$ cat config.mk
export PLATFORM = sky130hd
export DESIGN_NAME = lzwe_hash
export DESIGN_NICKNAME = d
export VERILOG_FILES = /design/src/hw/rtl/lzwe_pkg.sv /design/src/hw/rtl/lzwe_hash.sv
export SDC_FILE = /design/constraint.sdc
export NUM_CORES = 1
export LEC_CHECK = 0
export BUFFER_PORTS_ARGS = -buffer_cell sky130_fd_sc_hd__clkbuf_2
export CORE_MARGIN = 2
export CORE_UTILIZATION = 62
export DETAILED_ROUTE_END_ITERATION = 8
export PLACE_DENSITY = 0.82
export REMOVE_ABC_BUFFERS = 1
export SETUP_SLACK_MARGIN = 0.4
export SYNTH_ARGS = -nofsm -noshare
export SYNTH_HDL_FRONTEND = slang
export SYNTH_SLANG_ARGS = --single-unit
$ cat constraint.sdc
create_clock -name vclk -period 4
set_input_delay 0.2 -clock vclk [all_inputs]
set_output_delay 0.2 -clock vclk [all_outputs]
set_load 0.01 [all_outputs]
$ cat src/hw/rtl/lzwe_pkg.sv
`timescale 1ns / 1ps

package lzwe_pkg;

  localparam int CODE_BITS_DEF  = 12;
  localparam int HASH_DEPTH_DEF = 8192;
  localparam int BYTE_W         = 8;
  localparam int OUT_W          = 12;
  localparam int FIRST_FREE     = 256;

  // Hash mixing constants
  localparam logic [31:0] HASH_MUL_A = 32'd2654435761;
  localparam logic [31:0] HASH_MUL_B = 32'd40503;
  localparam int          HASH_SHIFT = 7;

  typedef enum logic [2:0] {
    S_CLEAR,
    S_IDLE,
    S_READ,
    S_CHECK,
    S_EMIT0,
    S_EMITL
  } lzwe_state_t;

endpackage

$ cat src/hw/rtl/lzwe_hash.sv
`timescale 1ns / 1ps

module lzwe_hash import lzwe_pkg::*; #(
  parameter int CODE_BITS = CODE_BITS_DEF,
  parameter int HASH_BITS = 13
) (
  input  logic [CODE_BITS-1:0] prefix,
  input  logic [BYTE_W-1:0]    data_byte,
  output logic [HASH_BITS-1:0] slot
);

  logic [31:0]          pfx_ext;
  logic [HASH_BITS-1:0] mul_a;
  logic [HASH_BITS-1:0] mul_b;
  logic [HASH_BITS-1:0] shr;

  assign pfx_ext = 32'(prefix);

  // Only the low HASH_BITS of each product survive the modulo.
  assign mul_a = pfx_ext[HASH_BITS-1:0] * HASH_MUL_A[HASH_BITS-1:0];
  assign mul_b = HASH_BITS'(data_byte) * HASH_MUL_B[HASH_BITS-1:0];
  assign shr   = pfx_ext[HASH_SHIFT +: HASH_BITS];

  assign slot = mul_a ^ mul_b ^ shr;

endmodule

---- Word-level counts from Yosys, hierarchy flattened ----
Cells that the tools add are included.
storage, ports and cells
  bits in registers ....................... 0
  word-level logic and storage cells ...... 4
operators by class
  multiply operators ...................... 2
  bitwise operators ....................... 2
operator list
  kind                      count
  $mul A12 B13 Y13 const B  1
  $mul A9 B10 Y13 const B   1
  $xor A13 B13 Y13          1
  $xor A13 B5 Y13           1

---- Longest topological paths before layout ----
Gate-level depths: netlist of run 1.
  word-level depth ........................ 3
  mapped depth ............................ 15
  mapped depth without buffers ............ 15

---- Worst setup path after synthesis of run 1 ----
Ideal clock, no wire load.
  path kind ............................... input to output
  start ................................... in prefix[6]
  end ..................................... out slot[12]
  arrival time ............................ 3478 ps
  data required time ...................... 3800 ps
  slack ................................... 322 ps
  stages on the path ...................... 12
  path buffers ............................ 0
  cell sequence ........................... ha_1 ha_1 fa_1 fa_1 inv_1 fa_1 xnor2_1 xnor2_1 xnor3_1 xnor2_1 xnor2_1 xnor2_1
on the way
  longest elaborated chain between the ends .. 3
ends and longest elaborated chain
  what              line             text
  start, declared   lzwe_hash.sv:7   input logic [CODE_BITS-1:0] prefix,
  $mul A12 B13 Y13  lzwe_hash.sv:20  assign mul_a = pfx_ext[HASH_BITS-1:0] * HASH_MUL_A[HASH_BITS-1:0];
  $xor A13 B13 Y13  lzwe_hash.sv:24  assign slot = mul_a ^ mul_b ^ shr;
  $xor A13 B5 Y13   lzwe_hash.sv:24
  end, declared     lzwe_hash.sv:9   output logic [HASH_BITS-1:0] slot
Every way passes these cells.

---- Worst setup path after layout of run 1 ----
  start ................................... in prefix[4]
  end ..................................... out slot[12]
The elaborated chain is that of the path after synthesis.

==> reports/metrics.cfg, run 1 <==
[detailed_routing]
detailedRoute.firstIterationViolations=64
num_vias=1881
wl_per_cell_um=19.5
post_detailed_route_drc_marker_count=0
detail-route-antenna-nets=0
routed_via_density=5.47
detailedRoute.firstPassIterationCount=4
drt-total-wl_um=6690

[min_path]
worstHoldPathType=in2out
worstHoldPathCells=3
hp-start=prefix[2]

[timing]
drv_slew=0
finalSetupViolCount=0
timing.final.crit_share_pct=96.5
maxClockFrequency_mhz=259
timing.max_slew.rel_slack_pct=76.5
hold_violations=0
max_slew.worst_pin.slew_ps=350
final.hold.worst_slack_ps=734
rsz_0062_raised_after_global_routing=true
tns_ps=0
final_critical_delay_including_setup_and_external_delays_ps=3860

[finish]
layout.filler_cells=165
seq_area_um2=0
antennaDiodeCount=0
final_non_filler_cells=344
post-route-util_pct=86.1
number_of_nets_at_the_end_of_the_flow=414
clock_buffers=0
layout_cells_sized_above_1_pct=34.1
flops_and_latches=0
areaGrowthSynthToFinish_pct=35.3

[floorplan]
design.die.area_um2=4200
floorplan.die.width_um=64.8
core_area_um2=3610
io_pins=33
die_h_um=64.8
fp-row-count=22
initial_utilization_pct=63.6

[power]
total_power_uw=2160
power-per-cell-area_nw_per_um2=695
leakagePower_uw=0.00156
ir_worst_vdd_mv=0.391

[logic_synthesis]
synth.distinct_cells=18
postSynthCellCount=242
syn_area_um2=2290
syn_avg_cell_area_um2=9.48
seq_area_frac_synth_pct=0
yosysWarningCount=0

[worst_setup_path]
crit_arrival_ps=3660
critical_path.startpoint=prefix[4]
worstSetupStartpointType=primary input
worst-path-max-fanout=2
critPathKind=in2out
worst_ep_required_time_ps=3800
worst_setup_path_end_kind=output pin

[run]
max_cap_viol_count=0

[global_routing]
antenna_found_initial=0
grt_overflow=0
global_route_wire_length_before_repair_um=9590
via_count_of_the_first_global_routing_pass=1976
grt_use_total_pct=30.3
largest_net_degree_at_the_start_of_global_routing=6

[status]
outcome=finished, final reports clean

[placed_design]
detailed_place_hpwl_um=4360
place_inst=334
gp_congestion=0.903
number_of_buffer_cells_added_on_primary_ports=33

## layer usage
| layer | GRT usage (%) | part of all wire (%) |
|---|---|---|
| met5 | 0 | 0 |
| met4 | 7.98 | 3.5 |
| met3 | 2.26 | 5.3 |
| met2 | 54.9 | 50 |
| met1 | 38.7 | 41 |
## cells by family (layout without fill, tap and decap cells)
kind of cell,Yosys count,count (layout),synth area share (%)
xor gates and xnor gates,49,49,19.3
and+or+nand+nor,9,9,2.13
buffers and inverters,67,121,11.0
AOI/OAI and AO/OA,21,21,5.78
adders and majority gates,96,96,61.8
## worst max-delay path, stage by stage
cell and delay, ps:
sky130_fd_sc_hd__clkbuf_8 120, sky130_fd_sc_hd__buf_6 120, sky130_fd_sc_hd__ha_4 280, sky130_fd_sc_hd__ha_4 120, sky130_fd_sc_hd__inv_2 30, sky130_fd_sc_hd__fa_1 470
sky130_fd_sc_hd__inv_1 60, sky130_fd_sc_hd__fa_1 520, sky130_fd_sc_hd__inv_1 70, sky130_fd_sc_hd__fa_1 550, sky130_fd_sc_hd__inv_2 60, sky130_fd_sc_hd__ha_4 160
sky130_fd_sc_hd__a21o_1 170, sky130_fd_sc_hd__a31oi_2 210, sky130_fd_sc_hd__xnor2_1 200, sky130_fd_sc_hd__xnor2_1 170, sky130_fd_sc_hd__clkbuf_2 160
## metrics by stage
| step | setup slack, ps | area [µm²] |
|---|---|---|
| final | 140 | 3100 |
| after global routing | 103 | 3100 |
| after CTS | 340 | 3030 |
| after detailed placement | -93.3 | 2600 |
| after global placement | 7.88 | 2600 |
| after floorplan | 322 | 2290 |
## placed cells by master, fill, tap and decap left out, drive strengths merged
master,instances
o21ai,3
o21a,1
xor2,7
a311oi,1
clkbuf,30
nor2,2
a21oi,7
and2,1
nand2,1
xnor3,1
fa,29
inv,67
nand2b,1
xnor2,41
ha,67
a31oi,1
nor2b,3
or2,1
a21o,8
buf,24
## final timing paths
| check | to |
|---|---|
| worst min-delay path | slot[2] |
| worst max-delay path | slot[12] |
## what timing repair did
item | 4_1_cts | 5_1_grt
pin swaps | 47 | 8
resized for setup | 51 | 14
buffers inserted | 10 | 0
gates cloned | 0 | 0
hold buffers | 0 | 0
endpoints found under the setup margin | 4 | 4
## layout make-up
class	instances	area [µm²]	area share (%)
Inverter	67	251	8.10
Timing Repair Buffer	54	383	12.3
Multi-Input combinational cell	175	2410	77.6
Tap cell	48	60.1	1.93
## Yosys cell counts
library cell               number  area, µm²
sky130_fd_sc_hd__nor2b_1        3       18.8
sky130_fd_sc_hd__or2_2          1       6.26
sky130_fd_sc_hd__xnor3_1        1       22.5
sky130_fd_sc_hd__inv_1         67        251
sky130_fd_sc_hd__a21oi_1        7       35.0
sky130_fd_sc_hd__nand2_1        1       3.75
sky130_fd_sc_hd__a31oi_1        1       6.26
sky130_fd_sc_hd__o21ai_0        3       15.0
sky130_fd_sc_hd__and2_1         1       6.26
sky130_fd_sc_hd__o21a_1         1       7.51
sky130_fd_sc_hd__nand2b_1       1       6.26
sky130_fd_sc_hd__ha_1          67        838
sky130_fd_sc_hd__nor2_1         2       7.51
sky130_fd_sc_hd__a311oi_1       1       8.76
sky130_fd_sc_hd__fa_1          29        581
sky130_fd_sc_hd__xnor2_1       41        359
sky130_fd_sc_hd__xor2_1         7       61.3
sky130_fd_sc_hd__a21o_1         8       60.1
## power by group
part	switching (µW)	total (µW)	internal (µW)	leakage (µW)
Combinational	1070	2160	1080	0.00156
Sequential	0	0	0	0
Clock	0	0	0	0
Total	1070	2160	1080	0.00156
(Power assumes the default switching activity.)
==> run 2: changes to the inputs <==
--- a/config.mk
+++ b/config.mk
@@ -10,7 +10,6 @@
 export CORE_UTILIZATION = 62
 export DETAILED_ROUTE_END_ITERATION = 8
 export PLACE_DENSITY = 0.82
-export REMOVE_ABC_BUFFERS = 1
 export SETUP_SLACK_MARGIN = 0.4
 export SYNTH_ARGS = -nofsm -noshare
 export SYNTH_HDL_FRONTEND = slang
==> run 2 against run 1 <==
Against the previous run: clock-buffer cell count stayed put; via count is 4.4% lower; sequential share of layout area unchanged; utilization shrank 3.4 points; design area is 3.9% lower; global-route usage down 3.1 points.
==> reports/metrics.cfg, run 2 (same netlist as run 1, synthesis figures left out) <==
[worst_setup_path]
worstSetupStartpointType=primary input
timing.critical_path.buf_inv=4
cp_slowest_cell=sky130_fd_sc_hd__fa_1
crit_arrival_ps=3620
critPathKind=in2out
slowest_delay_ps=550
worst_ep_required_time_ps=3800
worst-path-max-fanout=3
critical_path.top_delay_family=adder cells
crit_path_cell_chain=clkbuf_4, ha_4, ha_2, ha_1, inv_1, fa_1, fa_1, inv_1, ha_1, o21ai_0, nand2b_1, a31oi_1, xnor2_1, xnor2_1, buf_2
worst_setup_path_end_kind=output pin

[global_routing]
grt_use_total_pct=27.2
largest_net_degree_at_the_start_of_global_routing=6
via_count_of_the_first_global_routing_pass=1859
antenna_found_initial=0
global_route_wire_length_before_repair_um=8750
grt_overflow=0

[finish]
layout_commonest_cell=sky130_fd_sc_hd__inv_1
areaGrowthSynthToFinish_pct=30.0
antennaDiodeCount=0
mostFrequentLayoutCells=sky130_fd_sc_hd__inv_1 (59), sky130_fd_sc_hd__ha_1 (47), sky130_fd_sc_hd__xnor2_1 (35), sky130_fd_sc_hd__fa_1 (26), sky130_fd_sc_hd__clkbuf_2 (20)
seq_area_um2=0
final_non_filler_cells=335
flops_and_latches=0
number_of_nets_at_the_end_of_the_flow=405
clock_buffers=0
layout_cells_sized_above_1_pct=30.3

[status]
outcome=finished, final reports clean

[detailed_routing]
drt-total-wl_um=6200
detail-route-antenna-nets=0
routed_via_density=5.37
detailedRoute.firstIterationViolations=110
post_detailed_route_drc_marker_count=0
wl_per_cell_um=18.5
num_vias=1799
detailedRoute.firstPassIterationCount=4

[floorplan]
initial_utilization_pct=63.6
design.die.area_um2=4200
floorplan.die.width_um=64.8
fp-row-count=22
io_pins=33
core_area_um2=3610
die_h_um=64.8

[placed_design]
gp_congestion=0.900
detailed_place_hpwl_um=4040
number_of_buffer_cells_added_on_primary_ports=33
place_inst=328

[timing]
rsz_0062_raised_after_global_routing=true
final.hold.worst_slack_ps=800
maxClockFrequency_mhz=262
drv_slew=0
final_critical_delay_including_setup_and_external_delays_ps=3820
hold_violations=0
timing.final.crit_share_pct=95.5
finalSetupViolCount=0
timing.max_slew.rel_slack_pct=79.4
max_slew.worst_pin.slew_ps=309

[power]
ir_worst_vdd_mv=0.342
switching_share_pct=49.8
leakagePower_uw=0.00153
total_power_uw=1950
power_frac_seq_pct=0
cell_internal_pwr_uw=978
clockPowerShare_pct=0
pwr-share-comb_pct=100.0
power-per-cell-area_nw_per_um2=654
switching_power_uw=972

[clocking]
post_cts_hold_buffer_count=0

[logic_synthesis]
postSynthNetCount=358

[run]
max_cap_viol_count=0

[min_path]
worstHoldPathType=in2out

==> run 2: timing repair <==
action	in CTS	in global routing
gates resized for setup	34	34
setup buffers	5	2
pin swaps	23	30
endpoints found under the setup margin	4	4
==> run 2: power groups by stage <==
| stage | Clock [µW] | Combinational [µW] | Sequential, µW |
|---|---|---|---|
| after floorplan | 0 | 1140 | 0 |
| after global placement | 0 | 1540 | 0 |
| after detailed placement | 0 | 1570 | 0 |
| after CTS | 0 | 1710 | 0 |
| after global routing | 0 | 2090 | 0 |
| final | 0 | 1950 | 0 |
==> run 2: final cells by class <==
cell class / instances / area (µm²)
fillers: 195 / 623
inverters: 67 / 251
multi-input cells: 175 / 2330
well taps: 48 / 60.1
repair buffers: 45 / 337
==> run 2: stage by stage <==
step / utilization (%) / setup TNS (ps) / worst slack, ps / cell area (µm²)
after floorplan: - / 0 / 405 / 2300
after global placement: 71.0 / 0 / 15.6 / 2560
after detailed placement: 71.0 / -3.98 / -3.98 / 2560
after CTS: 78.9 / 0 / 265 / 2850
after global routing: 82.7 / 0 / 115 / 2980
final: 82.7 / 0 / 180 / 2980
==> run 2: worst paths after layout <==
kind	from	endpoint	slack, ps	depth (start not counted)
worst max-delay path	prefix[5]	slot[12]	180	15
worst min-delay path	prefix[2]	slot[2]	800	3
==> run 2: layer usage <==
metal  vias up  wire (µm)  GRT usage, %
met3        16        230          2.08
met5         -          0             0
met4         0        170          6.12
li1        843          -             -
met1       886       2670          35.3
met2        54       3130          49.0
==> run 2: tightest hold or removal path, cell delays in order <==
cell	delay, ps
sky130_fd_sc_hd__clkbuf_2	140
sky130_fd_sc_hd__xnor2_1	110
sky130_fd_sc_hd__clkbuf_2	150
==> run 3: changes to the inputs <==
--- a/config.mk
+++ b/config.mk
@@ -10,7 +10,7 @@
 export CORE_UTILIZATION = 62
 export DETAILED_ROUTE_END_ITERATION = 8
 export PLACE_DENSITY = 0.82
-export SETUP_SLACK_MARGIN = 0.4
+export SETUP_SLACK_MARGIN = 0.5
 export SYNTH_ARGS = -nofsm -noshare
 export SYNTH_HDL_FRONTEND = slang
 export SYNTH_SLANG_ARGS = --single-unit
==> run 3 against run 2 <==
Against the previous run: combinational power increased by 15%; critical endpoint unchanged; setup slack better by 49 ps; sequential share of layout area unchanged; worst hold slack worse by 33 ps; global-route usage grew 2.8 points; total power rose by 15%; flip-flop and latch count unchanged; critical path type unchanged; first-iteration DRC count fell by 40%; cell count rose by 0.90%; maximum frequency grew 1.3%; via count up 6.7%; utilization grew 5.2 points.
==> reports/metrics.cfg, run 3 (same netlist as run 1, synthesis figures left out) <==
[finish]
clock_buffers=0
number_of_nets_at_the_end_of_the_flow=408
areaGrowthSynthToFinish_pct=38.2
mostFrequentLayoutCells=sky130_fd_sc_hd__inv_1 (58), sky130_fd_sc_hd__ha_1 (46), sky130_fd_sc_hd__xnor2_1 (33), sky130_fd_sc_hd__fa_1 (24), sky130_fd_sc_hd__ha_4 (20)
layout_cells_sized_above_1_pct=34.1
layout_commonest_cell=sky130_fd_sc_hd__inv_1
flops_and_latches=0
seq_area_um2=0
antennaDiodeCount=0
post-route-util_pct=88.0

[floorplan]
floorplan.die.width_um=64.8
initial_utilization_pct=63.6
core_area_um2=3610
design.die.area_um2=4200
io_pins=33
fp-row-count=22
die_h_um=64.8

[logic_synthesis]
postSynthNetCount=358

[detailed_routing]
num_vias=1919
detailedRoute.firstIterationViolations=66
detail-route-antenna-nets=0
drt-total-wl_um=7070
routed_via_density=5.68
detailedRoute.firstPassIterationCount=4
wl_per_cell_um=20.9
post_detailed_route_drc_marker_count=0

[timing]
rsz_0062_raised_after_global_routing=true
tns_ps=0
drv_slew=0
timing.max_slew.rel_slack_pct=77.9
maxClockFrequency_mhz=265
worst_slack_ps=229
hold_violations=0
max_slew.worst_pin.slew_ps=329
finalSetupViolCount=0
timing.final.crit_share_pct=94.3
final_critical_delay_including_setup_and_external_delays_ps=3770

[placed_design]
gp_congestion=0.897
number_of_buffer_cells_added_on_primary_ports=33
detailed_place_hpwl_um=4240
dp_slack_ps=30.4

[global_routing]
via_count_of_the_first_global_routing_pass=2015
antenna_found_initial=0
global_route_wire_length_before_repair_um=9530
grt_use_total_pct=30.0
grt_overflow=0
largest_net_degree_at_the_start_of_global_routing=7

[power]
power-per-cell-area_nw_per_um2=707
total_power_uw=2240
leakagePower_uw=0.00158
ir_worst_vdd_mv=0.371

[worst_setup_path]
crit_arrival_ps=3570
worst-path-max-fanout=4
worstSetupStartpointType=primary input
critPathKind=in2out
worst_setup_path_end_kind=output pin
worst_ep_required_time_ps=3800

[clocking]
post_cts_hold_buffer_count=0

[min_path]
min_delay_worst_endpoint=slot[2]
worstHoldPathCells=3
worstHoldPathType=in2out
hp-start=prefix[2]

[status]
outcome=finished, final reports clean

[run]
max_cap_viol_count=0

[run 3: cell types whose count changed in the layout (fill, tap and decap cells not counted), moves of 3 or more]
cell	before	now
sky130_fd_sc_hd__ha_4	16	20
sky130_fd_sc_hd__clkbuf_16	1	4
sky130_fd_sc_hd__clkbuf_2	20	17
sky130_fd_sc_hd__ha_2	4	1
[run 3: routing by layer]
layer  vias to the layer above  wire length, µm  GRT usage (%)
met5                         -                0              0
met4                         0              392           10.9
met3                        32              308           2.60
met2                        82             3630           55.7
met1                       954             2740           35.8
li1                        851                -              -
[run 3: worst max path at each step]
stage	slack (ps)	depth (start not counted)	from	end
4_1_cts	350	14	prefix[6]	slot[12]
3_3_place_gp	90	15	data_byte[3]	slot[12]
5_1_grt	140	14	prefix[7]	slot[12]
3_5_place_dp	30	15	data_byte[3]	slot[12]
6_report	230	14	prefix[7]	slot[12]
2_1_floorplan	500	13	data_byte[3]	slot[12]
[run 3: per-stage QoR]
stage | hold WS [ps] | instance area (µm²) | instances
6_report | 767 | 3170 | 338
5_1_grt | 777 | 3170 | 338
4_1_cts | 755 | 2990 | 332
3_5_place_dp | 753 | 2590 | 325
3_3_place_gp | 724 | 2590 | 325
2_1_floorplan | 488 | 2350 | 242
[run 3: report_power, final]
group	total, µW	switching, µW	internal (µW)
clock	0	0	0
sequential	0	0	0
combinational	2240	1100	1140
[run 3: layout make-up]
cell class / count / area, µm²
Multi-Input combinational cell: 175 / 2440
Inverter: 67 / 251
Fill cell: 164 / 434
Timing Repair Buffer: 48 / 422
Tap cell: 48 / 60.1
[run 3: repair_timing]
action,4_1_cts,5_1_grt
endpoints found under the setup margin,4,4
gates cloned,0,0
pin swaps,39,28
resized for setup,57,32
hold endpoints to repair,0,0
setup buffers,7,6
[run 3: worst max-delay path, stage by stage]
cell,delay [ps]
sky130_fd_sc_hd__clkbuf_16,130
sky130_fd_sc_hd__ha_4,260
sky130_fd_sc_hd__ha_4,190
sky130_fd_sc_hd__fa_1,500
sky130_fd_sc_hd__fa_1,520
sky130_fd_sc_hd__inv_2,50
sky130_fd_sc_hd__fa_2,400
sky130_fd_sc_hd__xnor2_2,220
sky130_fd_sc_hd__xnor2_1,160
sky130_fd_sc_hd__xnor3_1,290
sky130_fd_sc_hd__xnor2_2,170
sky130_fd_sc_hd__xnor2_2,190
sky130_fd_sc_hd__xnor2_1,130
sky130_fd_sc_hd__buf_2,150
